**config.mk**
```make
export PLATFORM = sky130hd
export DESIGN_NAME = rws_front
export DESIGN_NICKNAME = d
export VERILOG_FILES = /design/src/rtl/roulette_wheel_selection_assert.svh /design/src/rtl/rws_pkg.sv /design/src/rtl/rws_front.sv
export SDC_FILE = /design/constraint.sdc
export NUM_CORES = 1
export LEC_CHECK = 0
export CAP_MARGIN = 20
export CORE_MARGIN = 3
export CORE_UTILIZATION = 50
export CTS_CLUSTER_DIAMETER = 60
export CTS_CLUSTER_SIZE = 40
export DETAILED_ROUTE_END_ITERATION = 7
export DONT_BUFFER_PORTS = 1
export MAX_ROUTING_LAYER = met4
export PLACE_DENSITY = 0.7
export REMOVE_ABC_BUFFERS = 1
export SLEW_MARGIN = 10
export SYNTH_ARGS = -nofsm -noshare
export SYNTH_HDL_FRONTEND = slang
export SYNTH_SLANG_ARGS = --single-unit
```
**constraint.sdc**
```tcl
create_clock -name clk_i -period 3.1 [get_ports clk_i]
set_input_delay 0.31 -clock clk_i [delete_from_list [all_inputs] [get_ports clk_i]]
set_output_delay 0.31 -clock clk_i [all_outputs]
set_load 0.05 [all_outputs]
```
**src/rtl/roulette_wheel_selection_assert.svh**
```systemverilog
// ----------------------------------------------------------------------------
// Roulette wheel selection assertion macros
// Shared concurrent assertion forms, clocked on clk_i, held off in reset.
// ----------------------------------------------------------------------------
`ifndef ROULETTE_WHEEL_SELECTION_ASSERT_SVH
`define ROULETTE_WHEEL_SELECTION_ASSERT_SVH

// same-cycle implication
`define RWS_ASSERT_IMPL(label, ante, cons) \
  label: assert property (@(posedge clk_i) disable iff (!rst_ni) (ante) |-> (cons)) \
    else $error("roulette wheel selection: assertion failed");

// next-cycle implication
`define RWS_ASSERT_NEXT(label, ante, cons) \
  label: assert property (@(posedge clk_i) disable iff (!rst_ni) (ante) |=> (cons)) \
    else $error("roulette wheel selection: assertion failed");

`endif

```
**src/rtl/rws_pkg.sv**
```systemverilog
// ----------------------------------------------------------------------------
// Roulette wheel selection package
// Shared constants, request codes and the queued request type.
// ----------------------------------------------------------------------------
`default_nettype none

package rws_pkg;

  localparam int POP_MAX_DEF      = 256;
  localparam int FITNESS_BITS_DEF = 16;

  localparam int FIT_IN_W  = 16;   // fitness field width
  localparam int SPIN_W    = 17;   // spin field width
  localparam int SPIN_FRAC = 16;   // spin is a fraction of 2^16
  localparam int SEL_W     = 8;    // selected index width

  localparam logic [SPIN_W-1:0] SPIN_ONE = SPIN_W'(1 << SPIN_FRAC);

  localparam int S_TDATA_W = 40;   // first, fitness, spin, zero pad
  localparam int M_TDATA_W = 8;    // selected

  localparam int QUEUE_DEPTH = 2;

  typedef enum logic {
    CMD_LOAD = 1'b0,
    CMD_SPIN = 1'b1
  } cmd_e;

  typedef enum logic {
    BK_IDLE,
    BK_SCAN
  } back_state_e;

  typedef struct packed {
    cmd_e                kind;
    logic                first;
    logic [FIT_IN_W-1:0] fit;
    logic [SPIN_W-1:0]   spin;
  } item_t;

endpackage

`default_nettype wire

```
**src/rtl/rws_front.sv**
```systemverilog
// ----------------------------------------------------------------------------
// Roulette wheel selection front end
// Accepts requests, masks fitness, clamps spin, and queues them for the back.
// ----------------------------------------------------------------------------
`default_nettype none

module rws_front #(
  parameter int FITNESS_BITS = rws_pkg::FITNESS_BITS_DEF
) (
  input  wire logic                         clk_i,
  input  wire logic                         rst_ni,
  input  wire logic                         in_valid_i,
  output logic                              in_ready_o,
  input  wire rws_pkg::cmd_e                in_cmd_i,
  input  wire logic                         in_first_i,
  input  wire logic [rws_pkg::FIT_IN_W-1:0] in_fitness_i,
  input  wire logic [rws_pkg::SPIN_W-1:0]   in_spin_i,
  output logic                              q_valid_o,
  input  wire logic                         q_ready_i,
  output rws_pkg::item_t                    q_item_o
);

  import rws_pkg::*;

  localparam int FIT_W = (FITNESS_BITS < FIT_IN_W) ? FITNESS_BITS : FIT_IN_W;
  localparam logic [FIT_IN_W-1:0] FIT_MASK = FIT_IN_W'((64'd1 << FIT_W) - 64'd1);
  localparam int PTR_W = (QUEUE_DEPTH > 1) ? $clog2(QUEUE_DEPTH) : 1;
  localparam int CNT_W = $clog2(QUEUE_DEPTH + 1);

  item_t            slot_q [QUEUE_DEPTH];
  logic [PTR_W-1:0] wr_ptr_q, wr_ptr_d;
  logic [PTR_W-1:0] rd_ptr_q, rd_ptr_d;
  logic [CNT_W-1:0] cnt_q, cnt_d;
  item_t            item;
  logic             push, pop;

  // classify: first only matters on a load, spin saturates at one
  always_comb begin
    item.kind  = in_cmd_i;
    item.first = (in_cmd_i == CMD_LOAD) ? in_first_i : 1'b0;
    item.fit   = in_fitness_i & FIT_MASK;
    item.spin  = (in_spin_i > SPIN_ONE) ? SPIN_ONE : in_spin_i;
  end

  assign in_ready_o = (cnt_q != CNT_W'(QUEUE_DEPTH));
  assign q_valid_o  = (cnt_q != '0);
  assign q_item_o   = slot_q[rd_ptr_q];
  assign push       = in_valid_i && in_ready_o;
  assign pop        = q_valid_o && q_ready_i;

  always_comb begin
    wr_ptr_d = wr_ptr_q;
    rd_ptr_d = rd_ptr_q;
    cnt_d    = cnt_q;
    if (push) begin
      wr_ptr_d = (wr_ptr_q == PTR_W'(QUEUE_DEPTH - 1)) ? '0 : wr_ptr_q + PTR_W'(1);
    end
    if (pop) begin
      rd_ptr_d = (rd_ptr_q == PTR_W'(QUEUE_DEPTH - 1)) ? '0 : rd_ptr_q + PTR_W'(1);
    end
    if (push && !pop) begin
      cnt_d = cnt_q + CNT_W'(1);
    end else if (pop && !push) begin
      cnt_d = cnt_q - CNT_W'(1);
    end
  end

  always_ff @(posedge clk_i or negedge rst_ni) begin
    if (!rst_ni) begin
      wr_ptr_q <= '0;
      rd_ptr_q <= '0;
      cnt_q    <= '0;
    end else begin
      wr_ptr_q <= wr_ptr_d;
      rd_ptr_q <= rd_ptr_d;
      cnt_q    <= cnt_d;
    end
  end

  always_ff @(posedge clk_i) begin
    if (push) begin
      slot_q[wr_ptr_q] <= item;
    end
  end

endmodule

`default_nettype wire

```
; ---- Yosys cells after proc, flatten, opt, wreduce, memory -nomap -nowiden
; Memories as Yosys holds them, arrays and structs flattened.
; Cells that the tools add are included.
[word_totals]
reg_bits = 4
mem_bits_rw = 70
input_bits = 39
out_inout_bits = 37
word_cells = 26
n_memories = 1
[mem_list]
columns = memory, depth, word_bits, rd, rd_clocked_by_memory_dff, write_ports, line_no
row1 = slot_q, 2, 35, 1, 0, 1, rws_front.sv:30  ; item_t slot_q [QUEUE_DEPTH];
[classes]
n_addsub = 4
magnitude_cmp = 1
n_eq_ne = 1
mux = 8
reduce_logical = 8
[op_table]
columns = cell, n
row1 = "greater-than comparator 17 bit, second input constant", 1
row2 = 2-to-1 mux 17 bit, 1
row3 = 2-to-1 mux 1 bit, 5
row4 = logical AND 1 bit, 4
row5 = 2-to-1 mux 2 bit, 2
row6 = nonzero test 2 bit, 2
row7 = "adder 1 bit, second input constant", 2
row8 = "adder 2 x 1 -> 2 bit, second input constant", 1
row9 = logical NOT 1 bit, 2
row10 = "!= test 2 bit, second input constant", 1
row11 = "subtractor 2 x 1 -> 2 bit, second input constant", 1

; ---- Logic depth before layout (Yosys ltp)
; Gate-level depths: netlist of run 1.
[depth]
word_depth = 6
mapped_depth = 7
depth_no_buf = 7

; ---- Worst setup path before layout of run 1
; Ideal clock, no wire load.
[synth_timing]
kind = register to register
startpoint = reg cnt_q[0]
endpoint = mem slot_q[0][0] (netlist name), enable pin
setup_time_ps = 427
arrival_time_ps = 2549
path_slack_ps = 124
stages_incl_launch_ff = 4
path_buffers = 0
cell_sequence = dfrtp_1 > nand2b_1 > nand2_1 > nor2_1
[synth_via]
elab_chain_len = 4
[synth_rtl]
columns = item, line_no
row1 = start: declaration, rws_front.sv:33  ; logic [CNT_W-1:0] cnt_q, cnt_d;
row2 = start signal: assignment, rws_front.sv:76  ; cnt_q <= cnt_d;
row3 = != test 2 bit, rws_front.sv:45  ; assign in_ready_o = (cnt_q != CNT_W'(QUEUE_DEPTH));
row4 = net in_ready_o, rws_front.sv:13  ; output logic in_ready_o,
row5 = logical AND 1 bit, rws_front.sv:48  ; assign push = in_valid_i && in_ready_o;
row6 = 2-to-1 mux 1 bit, rws_front.sv:81  ; if (push) begin
row7 = 2-to-1 mux 1 bit (implied by the code), rws_front.sv:82  ; slot_q[wr_ptr_q] <= item;
row8 = end: declaration, rws_front.sv:30
; The timed path passes the listed nets, and every way through them passes these cells.

==> impl_metrics.yaml, run 1 <==
synth:
  seq_area_frac_synth: 0.754
  ys_warn_count: 0
  yosysMostFrequentCell: "edfxtp_1"
  yosys.area.top_type: "edfxtp_1"
  synth-async-reset-ratio: 0.0541
  post_synth_mux_area_share: 0.135
  synth_fa_ha_area_frac: 0.00428
  yosys.area.top_type_share: 0.719
  synthesis.area_per_instance_um2: 19.3
  post_synth_and_or_nand_nor_area_fraction: 0.0719
  fraction_of_synthesized_cell_area_in_xor_and_xnor_cells: 0.0150
  mappedNetlistArea_um2: 2920
  synth_compound_area_frac: 0.00942
  synth-main-ff-cell: "edfxtp_1"
  synth_enable_flop_cells: 70
  netlist_instances: 151
  netlist_top_cells_area: "edfxtp_1, mux2_2, dfrtp_1, nor2b_1, nor4_4"
  synth.ff_latch_count: 74
  yosysUniqueCellTypes: 19
  synth.top_cells.by_count: "edfxtp_1, mux2_2, nor2b_1, buf_2, dfrtp_1"
  synth_top_family_by_area: "multiplexers"
clock_network:
  cts_post_setup_buffers_inserted: 0
  clock_latency_ns: 0.33
  ctsHtreeMaxLevel: 3
  tritoncts_clock_tree: "built"
  clockRootBuffer: "clkbuf_8"
  numCtsBuffers: 9
  tritoncts_num_sinks: 74
  cts.clk_slew.worst_paths_ns: 0.07
  maximum_root_to_sink_buffer_count: 2
detailed_routing:
  detailedRoute.firstIterationViolations: 28
  detailroute.via_count: 1251
  detail-route-antenna-nets: 0
  drt-vias-per-instance: 5.28
  detail_route.wl_per_cell_um: 19.0
  drt-pass1-iter-count: 4
  drc: 0
  detail_route.wirelength_mm: 4.49
timing:
  final.setup.worst_slack_ns: 0.860
  timing.final.setup_violations: 0
  worst_tran_pin_value_ns: 0.978
  finalHoldViolations: 0
  fin_hold_ws_ns: 0.0693
  fin_crit_sh: 0.723
  total_neg_setup_slack_ns: 0
  unrepaired_setup_endpoints_after_global_routing: "no"
  worst_case_clock_skew_ns: 0.00766
  worst_slew_margin_rel: 0.347
  final_period_minus_worst_setup_slack_ns: 2.24
  maxSlewViolCount: 0
  achievable_clock_frequency_mhz: 446
power:
  power.ir.vdd_worst_mv: 0.576
  p_per_area_nw_per_um2: 1100
  power_w: 0.00352
  leakage_nw: 1.05
worst_setup_path:
  slowest_delay_ns: 0.88
  slowest_stage: "dfrtp_1"
  path_cells: "buf_12, mux2_2"
  setup.worst_path.start_class: "register"
  cp.required_ns: 2.79
  crit_path_end_kind: "primary output"
  worst-path-max-fanout: 19
  worstSetupPathType: "reg2out"
  crit_arrival_ns: 1.93
floorplan:
  die_height_um: 82.4
  die_area_um2: 6800
  design.portCount: 76
  die_w_um: 82.4
  initial_core_util: 0.524
  placeableCoreArea_um2: 5570
  std_cell_rows: 27
placed_design:
  preCtsSetupSlack_ns: 1.19
  place_hpwl_mm: 3.11
  place.detailed.instances: 220
  placement.io_buffers: 0
  gp_congestion: 0.734
finish:
  layout-drive-gt1-share: 0.364
  diodes_inserted: 0
  ff_latch_area_um2: 2200
  areaGrowthSynthToFinish_pct: 9.42
  final_cell_count_no_fill: 237
  fill_cells: 438
  fin_nets: 200
  area_occupied_by_multi_input_gates_um2: 697
global_route:
  number_of_global_route_vias_before_repair: 1398
  grt_start_max_net_pins: 36
  grt_antenna_before_repair: 0
  first_pass_grt_wire_length_mm: 6.70
  grt_overflow: 0
  grtUsageTotal: 0.148
outcome:
  status: "finished, final reports clean"
job:
  max-cap-violations: 0
hold_path:
  holdCritPathClass: "in2reg"
[critical path: cells and delay by family (launching register included)]
family / cells / cell delay [ns]
multiplexers: 1 / 0.47
buffers and inverters: 1 / 0.24
flip-flops: 1 / 0.88
[placed cells by master, fill, tap and decap left out]
master / Yosys / final
a41oi_4: 1 / 1
and3_2: 0 / 1
buf_12: 0 / 1
buf_4: 0 / 1
clkbuf_1: 1 / 2
clkbuf_8: 0 / 9
clkinv_2: 0 / 3
clkinv_4: 0 / 1
clkinvlp_4: 0 / 1
dfrtp_1: 4 / 4
dlygate4sd3_1: 0 / 1
edfxtp_1: 70 / 70
ha_1: 1 / 1
inv_1: 2 / 2
mux2_2: 35 / 35
nand2_1: 2 / 2
nand2b_1: 1 / 1
nor2_1: 2 / 1
nor2_4: 0 / 1
nor2b_1: 16 / 16
nor2b_2: 1 / 1
nor4_2: 2 / 2
nor4_4: 2 / 2
or2_2: 1 / 1
xnor2_1: 3 / 3
xor2_1: 2 / 2
[final timing paths]
check                              startpoint            end  slack, ns  cells after the start
worst max-delay path                 rd_ptr_q   q_item_o[17]       0.86                      2
worst min-delay path            in_spin_i[16]  slot_q[1][16]       0.07                      0
worst max register to register       cnt_q[0]  slot_q[1][27]       1.21                      3
worst min register to register       cnt_q[1]       cnt_q[1]       0.51                      1
max in group asynchronous              rst_ni       wr_ptr_q       2.68                      1
min in group asynchronous              rst_ni       cnt_q[1]       0.25                      1
[per-stage QoR]
step / utilization / instance area [um2]
floorplan: - / 2900
global placement: 0.543 / 3020
detailed placement: 0.543 / 3020
CTS: 0.574 / 3200
global route: 0.574 / 3200
finish: 0.574 / 3200
[area by class of cell]
cell class	instances	share of cell area
clock buffers	11	0.0411
clock inverters	5	0.00978
inverters	2	0.00235
multi-input cells	70	0.218
flip-flops and latches	74	0.689
well taps	72	0.0282
repair buffers	3	0.0117
[state kept, by name, summed over array words and instances, names as in the netlist]
register  cells
wr_ptr_q      1
slot_q       70
rd_ptr_q      1
cnt_q         2
[cells by family after synthesis]
| kind of cell | after synthesis |
|---|---|
| AOI/OAI and AO/OA | 1 |
| buffers and inverters | 7 |
| muxes | 35 |
| and+or+nand+nor | 28 |
| adders and majority gates | 1 |
| xor gates and xnor gates | 5 |
| DFF | 74 |
[per-layer routing]
metal / global-route usage / up-vias / share of wire
met1: 0.138 / 592 / 0.34
met4: 0.0831 / 0 / 0.019
met2: 0.245 / 61 / 0.52
li1: - / 588 / -
met3: 0.0727 / 10 / 0.12
met5: - / - / 0
[power by group]
part           leakage (nW)  internal [W]  switching [W]
sequential            0.704       0.00138       0.000119
clock                0.0831      0.000288       0.000317
combinational         0.261      0.000332        0.00109
[what timing repair did]
action                                 CTS  global route
hold buffers                             1             0
resized for setup                        0             0
endpoints found under the hold margin    4             0
Note: power is estimated with default switching activity, not from simulation.
==> run 2: changes to the inputs <==
--- a/config.mk
+++ b/config.mk
@@ -13,7 +13,7 @@
 export DETAILED_ROUTE_END_ITERATION = 7
 export DONT_BUFFER_PORTS = 1
 export MAX_ROUTING_LAYER = met4
-export PLACE_DENSITY = 0.7
+export PLACE_DENSITY = 0.73
 export REMOVE_ABC_BUFFERS = 1
 export SLEW_MARGIN = 10
 export SYNTH_ARGS = -nofsm -noshare
==> constraint.sdc (replaced) <==
create_clock -name clk_i -period 2 [get_ports clk_i]
set_input_delay 0.2 -clock clk_i [delete_from_list [all_inputs] [get_ports clk_i]]
set_output_delay 0.2 -clock clk_i [all_outputs]
set_load 0.05 [all_outputs]
==> run 2 against run 1 <==
Against the previous run:
- register-to-register slack got worse by 0.89 ns
- core utilization rose by 6.1 points
- non-clock buffer count up 22
- combinational power rose by 69%
- first-iteration DRC count up 7.1%
- total power rose by 73%
- count of clock-buffer cells in the layout is 2 lower
- highest routed layer unchanged
- hold slack worse by 0.016 ns
- sequential power is 49% higher
- final area grew 11%
- clock power rose by 140%
==> impl_metrics.yaml, run 2 (synthesis results as in run 1) <==
outcome:
  status: "finished, final reports clean"
clock_network:
  numCtsBuffers: 9
  ctsHtreeMaxLevel: 3
  tritoncts_clock_tree: "built"
  tritoncts_num_sinks: 74
  maximum_root_to_sink_buffer_count: 2
  clock_latency_ns: 0.33
  clockRootBuffer: "clkbuf_8"
  cts.clk_slew.worst_paths_ns: 0.07
floorplan:
  design.portCount: 76
  die_area_um2: 6800
  placeableCoreArea_um2: 5570
  die_w_um: 82.4
  initial_core_util: 0.524
  die_height_um: 82.4
  std_cell_rows: 27
timing:
  achievable_clock_frequency_mhz: 597
  worst_slew_margin_rel: 0.737
  finalHoldViolations: 0
  total_neg_setup_slack_ns: 0
  fin_hold_ws_ns: 0.0533
  unrepaired_setup_endpoints_after_global_routing: "no"
  maxSlewViolCount: 0
  worst_case_clock_skew_ns: 0.00288
  timing.final.setup_violations: 0
  final_period_minus_worst_setup_slack_ns: 1.68
  worst_tran_pin_value_ns: 0.394
  fin_crit_sh: 0.838
worst_setup_path:
  path_cells: "buf_4, mux2_2"
  setup.worst_path.start_class: "register"
  regToRegSetupSlack_ns: 0.32
  cp.required_ns: 1.80
  slowest_delay_ns: 0.51
  worstSetupPathType: "reg2out"
  worst_setup_path_startpoint: "rd_ptr_q"
  critical_path.reg2reg.endpoint: "cnt_q[1]"
  worst-path-max-fanout: 21
  crit_arrival_ns: 1.48
  critical_path.reg2reg.startpoint: "cnt_q[0]"
  slowest_stage: "mux2_2"
  critical_path.n_buffers_inverters: 1
  r2r_cells: 6
  cp_num_cells: 2
  crit_path_end_kind: "primary output"
  cpLargestDelayFamily: "multiplexers"
global_route:
  number_of_global_route_vias_before_repair: 1427
  grt_antenna_before_repair: 0
  grt_start_max_net_pins: 35
  grtUsageTotal: 0.151
  grt_overflow: 0
  first_pass_grt_wire_length_mm: 6.94
power:
  power.ir.vdd_worst_mv: 0.839
  p_per_area_nw_per_um2: 1730
  leakage_nw: 1.20
detailed_routing:
  drt-pass1-iter-count: 4
  detailedRoute.firstIterationViolations: 30
  m1WireLength_mm: 1.74
  detail_route.wl_per_cell_um: 18.7
  wl_met2_mm: 2.69
  route.top_layer_used: "met4"
  detail_route.wirelength_mm: 4.84
  met3WireLength_um: 315
  detailroute.via_count: 1365
  drt-vias-per-instance: 5.27
  drc: 0
  detail-route-antenna-nets: 0
placed_design:
  gp_congestion: 0.737
  place_hpwl_mm: 3.30
  placement.io_buffers: 0
finish:
  areaGrowthSynthToFinish_pct: 21.0
  largest_reg_flops: 70
  fin_nets: 222
  layout-drive-gt1-share: 0.348
  mostFrequentLayoutCells: "edfxtp_1, mux2_2, dlygate4sd3_1, nor2b_1, clkbuf_8"
  diodes_inserted: 0
  top_registers: "slot_q: 70 flops, cnt_q: 2 flops"
  layout_commonest_cell: "edfxtp_1"
  top_register: "slot_q"
hold_path:
  min_path_cells: 2
  hp-start: "q_ready_i"
  hold-path-endpoint: "rd_ptr_q"
  holdCritPathClass: "in2reg"
job:
  max-cap-violations: 0
run 2: changes by cell type in the layout (fill, tap and decap cells not counted), sizes merged:
cell and change:
clkinv -1, clkinvlp -1, clkbuf -2, bufinv +4, buf +4, dlygate4sd3 +18
run 2: how the worst max path moves through the flow:
stage,end,slack [ns]
floorplan,slot_q[0][0],-0.98
global placement,cnt_q[1],0.39
detailed placement,cnt_q[1],0.34
CTS,q_item_o[13],0.30
global route,cnt_q[1],0.24
finish,q_item_o[13],0.32
run 2: area by class of cell:
type,count,area (um2)
repair buffers,25,273
multi-input cells,70,697
well taps,72,90.1
clock inverters,7,141
fillers,388,2040
clock buffers,9,124
flip-flops and latches,74,2200
inverters,2,7.51
run 2: timing repair:
action / in CTS / in global routing
endpoints found under the hold margin: 40 / 0
buffers inserted: 0 / 0
hold buffers: 19 / 0
gates resized for setup: 0 / 0
run 2: through the flow:
step                instances   util  total power, W  worst slack, ns  area [um2]
floorplan                 146      -         0.00428           -0.976        2900
global placement          224  0.552         0.00459            0.388        3080
detailed placement        224  0.552         0.00465            0.343        3080
CTS                       259  0.634         0.00618            0.298        3530
global route              259  0.634         0.00634            0.237        3530
finish                    259  0.634         0.00611            0.325        3530
run 2: power by group:
group	total, W	internal [W]	switching (W)	leakage, nW
clock	0.00147	0.000955	0.000517	0.131
sequential	0.00224	0.00213	0.000109	0.704
combinational	0.00240	0.000603	0.00179	0.363
run 2: worst reg2reg max path: cells and delay by family, from the launching register on:
| family | cells | cell delay (ns) |
|---|---|---|
| XOR/XNOR | 2 | 0.28 |
| adder cells (fa/ha/maj) | 1 | 0.17 |
| flip-flops | 1 | 0.42 |
| AND/OR/NAND/NOR | 3 | 0.67 |
run 2: metal layers:
metal | global-route usage | vias to the layer above
li1 | - | 633
met1 | 0.153 | 675
met2 | 0.259 | 45
met3 | 0.0456 | 12
met4 | 0.0880 | 0
met5 | - | -
==> run 3: changes to the inputs <==
==> constraint.sdc (replaced) <==
create_clock -name clk_i -period 1.45 [get_ports clk_i]
set_input_delay 0.145 -clock clk_i [delete_from_list [all_inputs] [get_ports clk_i]]
set_output_delay 0.145 -clock clk_i [all_outputs]
set_load 0.05 [all_outputs]
==> run 3 against run 2 <==
Against the previous run:
- the flow now finishes with violations (negative setup slack)
- non-clock buffer count increased by 10
- sequential power increased by 40%
- core utilization increased by 4.4 points
- largest cell class unchanged
==> impl_metrics.yaml, run 3 (synthesis results as in run 1) <==
outcome:
  status: "complete, but fails checks"
  failed_checks: "negative setup slack"
finish:
  top_registers: "slot_q: 70 flops, cnt_q: 2 flops"
  layout_commonest_cell: "edfxtp_1"
  mostFrequentLayoutCells: "edfxtp_1, mux2_4, dlygate4sd3_1, nor2b_1, buf_4"
  largest_reg_flops: 70
  top_register: "slot_q"
  areaGrowthSynthToFinish_pct: 29.3
  fin_nets: 232
  layout-drive-gt1-share: 0.416
  final_core_utilization: 0.678
  diodes_inserted: 0
detailed_routing:
  detailroute.via_count: 1408
  met3WireLength_um: 317
  detail_route.wirelength_mm: 5.14
  detailedRoute.firstIterationViolations: 81
  wl_met2_mm: 2.86
  m1WireLength_mm: 1.87
  detail-route-antenna-nets: 0
  drt-vias-per-instance: 5.23
  drc: 0
  detail_route.wl_per_cell_um: 19.1
  drt-pass1-iter-count: 4
  route.top_layer_used: "met4"
clock_network:
  numCtsBuffers: 9
  maximum_root_to_sink_buffer_count: 2
  clock_latency_ns: 0.34
  clockRootBuffer: "clkbuf_8"
  cts.clk_slew.worst_paths_ns: 0.07
  tritoncts_num_sinks: 74
  tritoncts_clock_tree: "built"
  ctsHtreeMaxLevel: 3
floorplan:
  die_height_um: 82.4
  placeableCoreArea_um2: 5570
  std_cell_rows: 27
  design.portCount: 76
  initial_core_util: 0.524
  die_w_um: 82.4
  die_area_um2: 6800
worst_setup_path:
  path_cells: "buf_12, mux2_4"
  cpLargestDelayFamily: "flip-flops"
  cp.required_ns: 1.31
  critical_path.n_buffers_inverters: 1
  worstSetupPathType: "reg2out"
  worst-path-max-fanout: 21
  slowest_stage: "dfrtp_2"
  crit_arrival_ns: 1.38
  slowest_delay_ns: 0.41
  setup.worst_path.start_class: "register"
  crit_path_end_kind: "primary output"
timing:
  fin_hold_ws_ns: 0.0441
  finalHoldViolations: 0
  unrepaired_setup_endpoints_after_global_routing: "yes"
  worst_slew_margin_rel: 0.738
  timing.final.setup_violations: 35
  maxSlewViolCount: 0
  final_period_minus_worst_setup_slack_ns: 1.52
  final.setup.worst_slack_ns: -0.0719
  achievable_clock_frequency_mhz: 657
  worst_tran_pin_value_ns: 0.391
  fin_crit_sh: 1.05
  worst_case_clock_skew_ns: 0.00909
global_route:
  number_of_global_route_vias_before_repair: 1528
  grt_antenna_before_repair: 0
  first_pass_grt_wire_length_mm: 7.45
  grt_start_max_net_pins: 22
  grtUsageTotal: 0.162
  grt_overflow: 0
placed_design:
  placement.io_buffers: 0
  gp_congestion: 0.711
  place_hpwl_mm: 3.36
power:
  p_per_area_nw_per_um2: 2390
  power.ir.vdd_worst_mv: 1.14
  leakage_nw: 1.39
job:
  max-cap-violations: 0
hold_path:
  holdCritPathClass: "in2reg"
-- run 3: cell types whose count changed in the layout (fill, tap and decap cells not counted), sizes merged --
cell      previous run  this run
clkinv               3         1
clkinvlp             0         1
buf                  6        16
clkbuf               9        11
bufinv               4         3
-- run 3: power by group --
group	leakage, nW	total [W]	switching (W)	internal (W)
registers	0.702	0.00313	0.000184	0.00294
logic	0.578	0.00406	0.00263	0.00142
clock network	0.114	0.00186	0.000715	0.00114
total	1.39	0.00904	0.00353	0.00551
-- run 3: metrics by stage --
step	cell area [um2]	total power (W)	std cells	worst slack, ns	setup TNS (ns)
after CTS	3730	0.00898	266	-0.129	-3.92
after detailed placement	3170	0.00667	231	0.00904	0
after global placement	3170	0.00657	231	0.0820	0
after global routing	3780	0.00939	269	-0.116	-3.57
after floorplan	2900	0.00590	146	-1.53	-90.72
final	3780	0.00904	269	-0.0719	-2.01
-- run 3: cell type report --
| type | instances | area [um2] |
|---|---|---|
| clock buffer | 11 | 131 |
| clock inverter | 5 | 103 |
| fill | 381 | 1800 |
| inverter | 2 | 7.51 |
| multi-input combinational | 70 | 856 |
| sequential | 74 | 2200 |
| tap | 72 | 90.1 |
| timing repair buffer | 35 | 385 |
-- run 3: worst min-delay path, cell delays in order --
cell and delay, ns:
nand2_2 0.05, buf_4 0.11, xnor2_1 0.05
-- run 3: layer usage --
| layer | up-vias | global-route usage |
|---|---|---|
| met4 | 0 | 0.0897 |
| li1 | 652 | - |
| met3 | 9 | 0.0521 |
| met2 | 55 | 0.277 |
| met1 | 692 | 0.163 |
| met5 | - | - |
-- run 3: what timing repair did --
item                       4_1_cts  5_1_grt
hold buffers                    19        0
resized for setup               36        8
pin swaps                        0        3
buffers inserted                 0        3
setup endpoints to repair       36       36
hold endpoints to repair        53        0
-- run 3: path summary, 6_finish.rpt --
path	startpoint	endpoint	slack, ns	cells past startpoint
setup / recovery	rd_ptr_q	q_item_o[14]	-0.07	2
hold / removal	q_ready_i	rd_ptr_q	0.04	3
setup reg to reg	cnt_q[1]	cnt_q[1]	0.07	6
hold reg to reg	wr_ptr_q	wr_ptr_q	0.59	1
max in group asynchronous	rst_ni	cnt_q[1]	1.18	1
min in group asynchronous	rst_ni	wr_ptr_q	0.07	1
